## src/hw/rtl/smps_pkg.sv

```systemverilog
// Shared constants for the sliding median point stability block.
// No dependencies; referenced by the interfaces and imported by every module.
`timescale 1ns / 1ps
package smps_pkg;
  localparam int WINDOW_MAX_DEF = 128;
  localparam int COORD_BITS_DEF = 20;

  localparam int CFG_INDEX_BITS = 2;
  localparam int CFG_DATA_BITS  = 12;

  localparam logic [CFG_INDEX_BITS-1:0] REG_WINDOW_LENGTH = 2'd0;
  localparam logic [CFG_INDEX_BITS-1:0] REG_STABLE_RADIUS = 2'd1;
  localparam logic [CFG_INDEX_BITS-1:0] REG_STABLE_LIMIT  = 2'd2;

  localparam logic [7:0]  LENGTH_RESET = 8'd100;
  localparam logic [11:0] RADIUS_RESET = 12'd80;
  localparam logic [7:0]  LIMIT_RESET  = 8'd60;
  localparam logic [7:0]  COUNT_MAX    = 8'd255;
endpackage

```

## src/hw/rtl/smps_ifs.sv

```systemverilog
// Valid/ready channel interfaces: point input, result output, config write.
// Depends on smps_pkg.
`timescale 1ns / 1ps
interface smps_in_if #(parameter int COORD_BITS = smps_pkg::COORD_BITS_DEF) ();
  logic                         valid;
  logic                         ready;
  logic                         valid_req;
  logic signed [COORD_BITS-1:0] point_x;
  logic signed [COORD_BITS-1:0] point_y;
  modport source (output valid, valid_req, point_x, point_y, input ready);
  modport sink (input valid, valid_req, point_x, point_y, output ready);
endinterface


```

## src/hw/rtl/smps_front.sv

```systemverilog
// Front end: accepts input items, drops invalid ones, queues valid points.
// Depends on smps_pkg and smps_in_if.
`timescale 1ns / 1ps
module smps_front #(
  parameter int COORD_BITS = smps_pkg::COORD_BITS_DEF
) (
  input  logic                         clk,
  input  logic                         rst,
  smps_in_if.sink                      points,
  output logic                         q_valid,
  output logic signed [COORD_BITS-1:0] q_x,
  output logic signed [COORD_BITS-1:0] q_y,
  input  logic                         q_pop
);
  import smps_pkg::*;

  logic signed [COORD_BITS-1:0] ent_x [2];
  logic signed [COORD_BITS-1:0] ent_y [2];
  logic       wr_ptr;
  logic       rd_ptr;
  logic [1:0] cnt;
  logic       push;
  logic       pop;

  assign points.ready = (cnt != 2'd2);
  assign push = points.valid && points.ready && points.valid_req;
  assign pop  = q_pop && (cnt != 2'd0);
  assign q_valid = (cnt != 2'd0);
  assign q_x = ent_x[rd_ptr];
  assign q_y = ent_y[rd_ptr];

  always_ff @(posedge clk) begin
    if (push) begin
      ent_x[wr_ptr] <= points.point_x;
      ent_y[wr_ptr] <= points.point_y;
    end
  end

  always_ff @(posedge clk) begin
    if (rst) begin
      wr_ptr <= 1'b0;
      rd_ptr <= 1'b0;
      cnt    <= 2'd0;
    end else begin
      if (push) wr_ptr <= ~wr_ptr;
      if (pop) rd_ptr <= ~rd_ptr;
      cnt <= cnt + 2'(push) - 2'(pop);
    end
  end
endmodule

```

## src/flat_wrapper.sv

```systemverilog
// flat-port wrapper written by rule: the top's interface ports become plain ports
module smps_front_flat import smps_pkg::*;
#(
  parameter int COORD_BITS = smps_pkg::COORD_BITS_DEF
)
  (clk, rst, q_valid, q_x, q_y, q_pop, points_valid, points_valid_req, points_point_x, points_point_y, points_ready);
  smps_in_if #(.COORD_BITS(COORD_BITS)) points_i ();
  input  logic clk;
  input  logic rst;
  output logic q_valid;
  output logic signed [COORD_BITS-1:0] q_x;
  output logic signed [COORD_BITS-1:0] q_y;
  input  logic q_pop;
  input wire logic [$bits(points_i.valid)-1:0] points_valid;
  input wire logic [$bits(points_i.valid_req)-1:0] points_valid_req;
  input wire logic [$bits(points_i.point_x)-1:0] points_point_x;
  input wire logic [$bits(points_i.point_y)-1:0] points_point_y;
  output wire logic [$bits(points_i.ready)-1:0] points_ready;
  assign points_i.valid = points_valid;
  assign points_i.valid_req = points_valid_req;
  assign points_i.point_x = points_point_x;
  assign points_i.point_y = points_point_y;
  assign points_ready = points_i.ready;
  smps_front #(.COORD_BITS(COORD_BITS)) u_core (.clk(clk), .rst(rst), .points(points_i), .q_valid(q_valid), .q_x(q_x), .q_y(q_y), .q_pop(q_pop));
endmodule
```

## config.mk

```make
export PLATFORM = sky130hd
export DESIGN_NAME = smps_front_flat
export DESIGN_NICKNAME = d
export VERILOG_FILES = /design/src/hw/rtl/smps_pkg.sv /design/src/hw/rtl/smps_ifs.sv /design/src/hw/rtl/smps_front.sv /design/src/flat_wrapper.sv
export SDC_FILE = /design/constraint.sdc
export NUM_CORES = 1
export LEC_CHECK = 0
export ABC_CLOCK_PERIOD_IN_PS = 2600
export BUFFER_PORTS_ARGS = -buffer_cell sky130_fd_sc_hd__buf_4
export CORE_UTILIZATION = 37
export DETAILED_ROUTE_END_ITERATION = 8
export GPL_ROUTABILITY_DRIVEN = 0
export HOLD_SLACK_MARGIN = 0.1
export PLACE_DENSITY = 0.59
export SLEW_MARGIN = 10
export SYNTH_ARGS = -nofsm -noshare
export SYNTH_HDL_FRONTEND = slang
export SYNTH_SLANG_ARGS = --single-unit
```

## constraint.sdc

```tcl
create_clock -name clk -period 2.6 [get_ports clk]
set_input_delay 0.52 -clock clk [delete_from_list [all_inputs] [get_ports clk]]
set_output_delay 0.52 -clock clk [all_outputs]
set_load 0.005 [all_outputs]
```

==> metrics <==
outcome finished clean; port bufs 86; DRT antenna net count 0; TritonCTS Buffers 9; vias in the first global route 1,577; Max H-tree Level 3; Cell Pwr Density about 810 nW/um^2; final slew viol count 0; Fin Clk Skew between 0.008 and 0.009 ns; Rel. slew slack about 66%; top cells by count, synth edfxtp_1, mux2_2, dfxtp_1, inv_1; share of the synthesized area in the top cell type 76.6%; footprint of the multi-input gates approximately 600 um^2; register area around 2500 um^2; first-pass GRT wire length around 8000 um; worst skew pair latency between 0.3 and 0.4 ns; CP startpoint kind register; CTS tree done; hold_buf cts 0; CP bufs+invs 2; setup TNS 0 ns; class of the most critical setup path register to output pin; First DRT Iteration DRCs between 40 and 50; # clock sinks 85; All-Layer GR Usage about 13%; Leak between 1.5 and 2 nW; Worst Tran Pin Value roughly 0.50 ns; First-pass DRT Iterations 4; Netlist cell types 21; Tcrit/Tclk final between 80 and 90%; WHS Path Cells 1; via count approximately 1,700; grt ovf 0; antenna cells 0; Crit Path Max Fanout 32; DR vias/cell around 4.6; Seq/Total Area, Yosys 79.8%; top-count cell post-synth edfxtp_1; top cells by area, synth edfxtp_1, mux2_2, dfxtp_1; FMAX 479 MHz; Worst Path Required between 2 and 2.5 ns; Slowest-stage cell, CP dfxtp_2; CP max stage delay ~0.47 ns; placed cell count about 340; RSZ-0062 raised after global routing no; Worst Reg2Reg Path Length in Cells 5; area of the die ~8800 um^2; row count 33; root buffer cell clkbuf_8; routed len/inst 14.8 um; Area growth syn-to-layout 31.4%; Routed WL roughly 5300 um; Worst Path Arrival around 1.6 ns; Top Ports just under 90; layout cells sized above 1 58.0%; post-synthesis cell count around 150; post-synth net total 200; Post-Syn Area per Cell between 20 and 25 um^2; Largest delay share family, worst path flip-flops; Main synth FF type edfxtp_1; Synth Warn # 0; EDFF count, synth 80; post-CTS resize count 0; drc violations 0; final std cells w/o fill 360; setup bufs post-CTS 0; fin nets 296; Reg clk slew, reported paths about 0.08 ns; min-delay worst type input port to register; path length in cells of the critical path 3; Initial Util between 30% and 40%; synthesized flop and latch total 85; CTS Buffer Depth 2; Die W roughly 94 um; Synth async-reset ratio 0%; CP cell instances buf_12, mux2_2, buf_4; fin crit period roughly 2.1 ns; Worst Setup End Kind output pin; DP HPWL 3460 um; fillers about 700; Core Area 8220 um^2; worst vdd ir approximately 0.35 mV; max cap viols 0; Setup-failing EPs final 0; largest net degree at the start of global routing 41; largest area contributor in the netlist edfxtp_1; Final Hold Fails 0; die height roughly 94 um; initial antenna violation count 0; Mapped Area around 3100 um^2
==> state kept, by name (all words and copies together), names as in the netlist, named ones only <==
name,count
u_core.ent_x,40
u_core.ent_y,40
u_core.cnt,2
u_core.rd_ptr,1
u_core.wr_ptr,1
==> cell families (layout without fill, tap and decap cells) <==
kind of cell,count (synthesis),after routing,synth area share (%)
flip-flops,85,85,79.8
AND/OR/NAND/NOR,11,11,2.15
adder cells (fa/ha/maj),1,1,0.399
AO/OA/AOI/OAI,6,6,1.48
buffers and inverters,9,110,1.24
XOR/XNOR,2,2,0.559
multiplexers,40,40,14.4
==> path summary, 6_finish.rpt <==
path / to / from / slack (ns)
min reg2reg: register / u_core.rd_ptr / 0.53
min: u_core.ent_x[0][13] / points_point_x[13] / 0.36
max reg2reg: u_core.ent_y[1][9] / u_core.cnt[1] / 0.93
max: q_y[10] / register / 0.51
==> per-stage QoR <==
| step | total power [W] | cell area [um^2] | setup WS (ns) | hold slack, ns | util (%) |
|---|---|---|---|---|---|
| after CTS | 0.00341 | 4120 | 0.460 | 0.336 | 50.1 |
| final | 0.00335 | 4120 | 0.511 | 0.357 | 50.1 |
| after floorplan | 0.00218 | 3140 | 0.463 | 0.480 | - |
| after global routing | 0.00353 | 4120 | 0.411 | 0.334 | 50.1 |
| after detailed placement | 0.00264 | 3960 | 0.842 | 0.502 | 48.2 |
| after global placement | 0.00264 | 3960 | 0.837 | 0.499 | 48.2 |
==> power breakdown <==
part / internal, W / switching, W / leakage [nW]
logic: 0.000547 / 0.000354 / 0.659
registers: 0.00163 / 0.0000588 / 0.775
clock network: 0.000336 / 0.000428 / 0.0825
==> cell type report <==
type	count	share of cell area, %
Timing Repair Buffer	89	17.1
Inverter	5	0.456
Tap cell	105	3.19
Clock buffer	10	3.10
Clock inverter	6	0.729
Multi-Input combinational cell	60	14.6
Sequential cell	85	60.8
==> metal layers <==
| metal | routed length, um | vias to the layer above | track usage, % |
|---|---|---|---|
| met3 | 408 | 10 | 4.29 |
| met2 | 2580 | 56 | 19.8 |
| met4 | 104 | 0 | 6.92 |
| met5 | 0 | - | 0 |
| li1 | - | 787 | - |
| met1 | 2240 | 797 | 15.0 |
==> layout by cell type, fill, tap and decap left out <==
cell type,n
a21bo_1,1
o311ai_1,1
clkinv_1,4
dfxtp_2,1
clkbuf_8,9
clkinv_4,1
clkinv_2,2
nand3_1,1
o21a_2,1
inv_1,4
xor2_1,1
or3_4,1
a21oi_2,1
buf_4,86
buf_12,3
nor2_4,1
nor2_1,3
or2_2,1
dfxtp_1,4
nand2_1,1
ha_1,1
nor3_1,1
edfxtp_1,80
mux2_2,40
nor2b_4,1
clkbuf_1,1
xnor2_1,1
nor3b_1,1
o21ai_0,2
(Power assumes the default switching activity.)
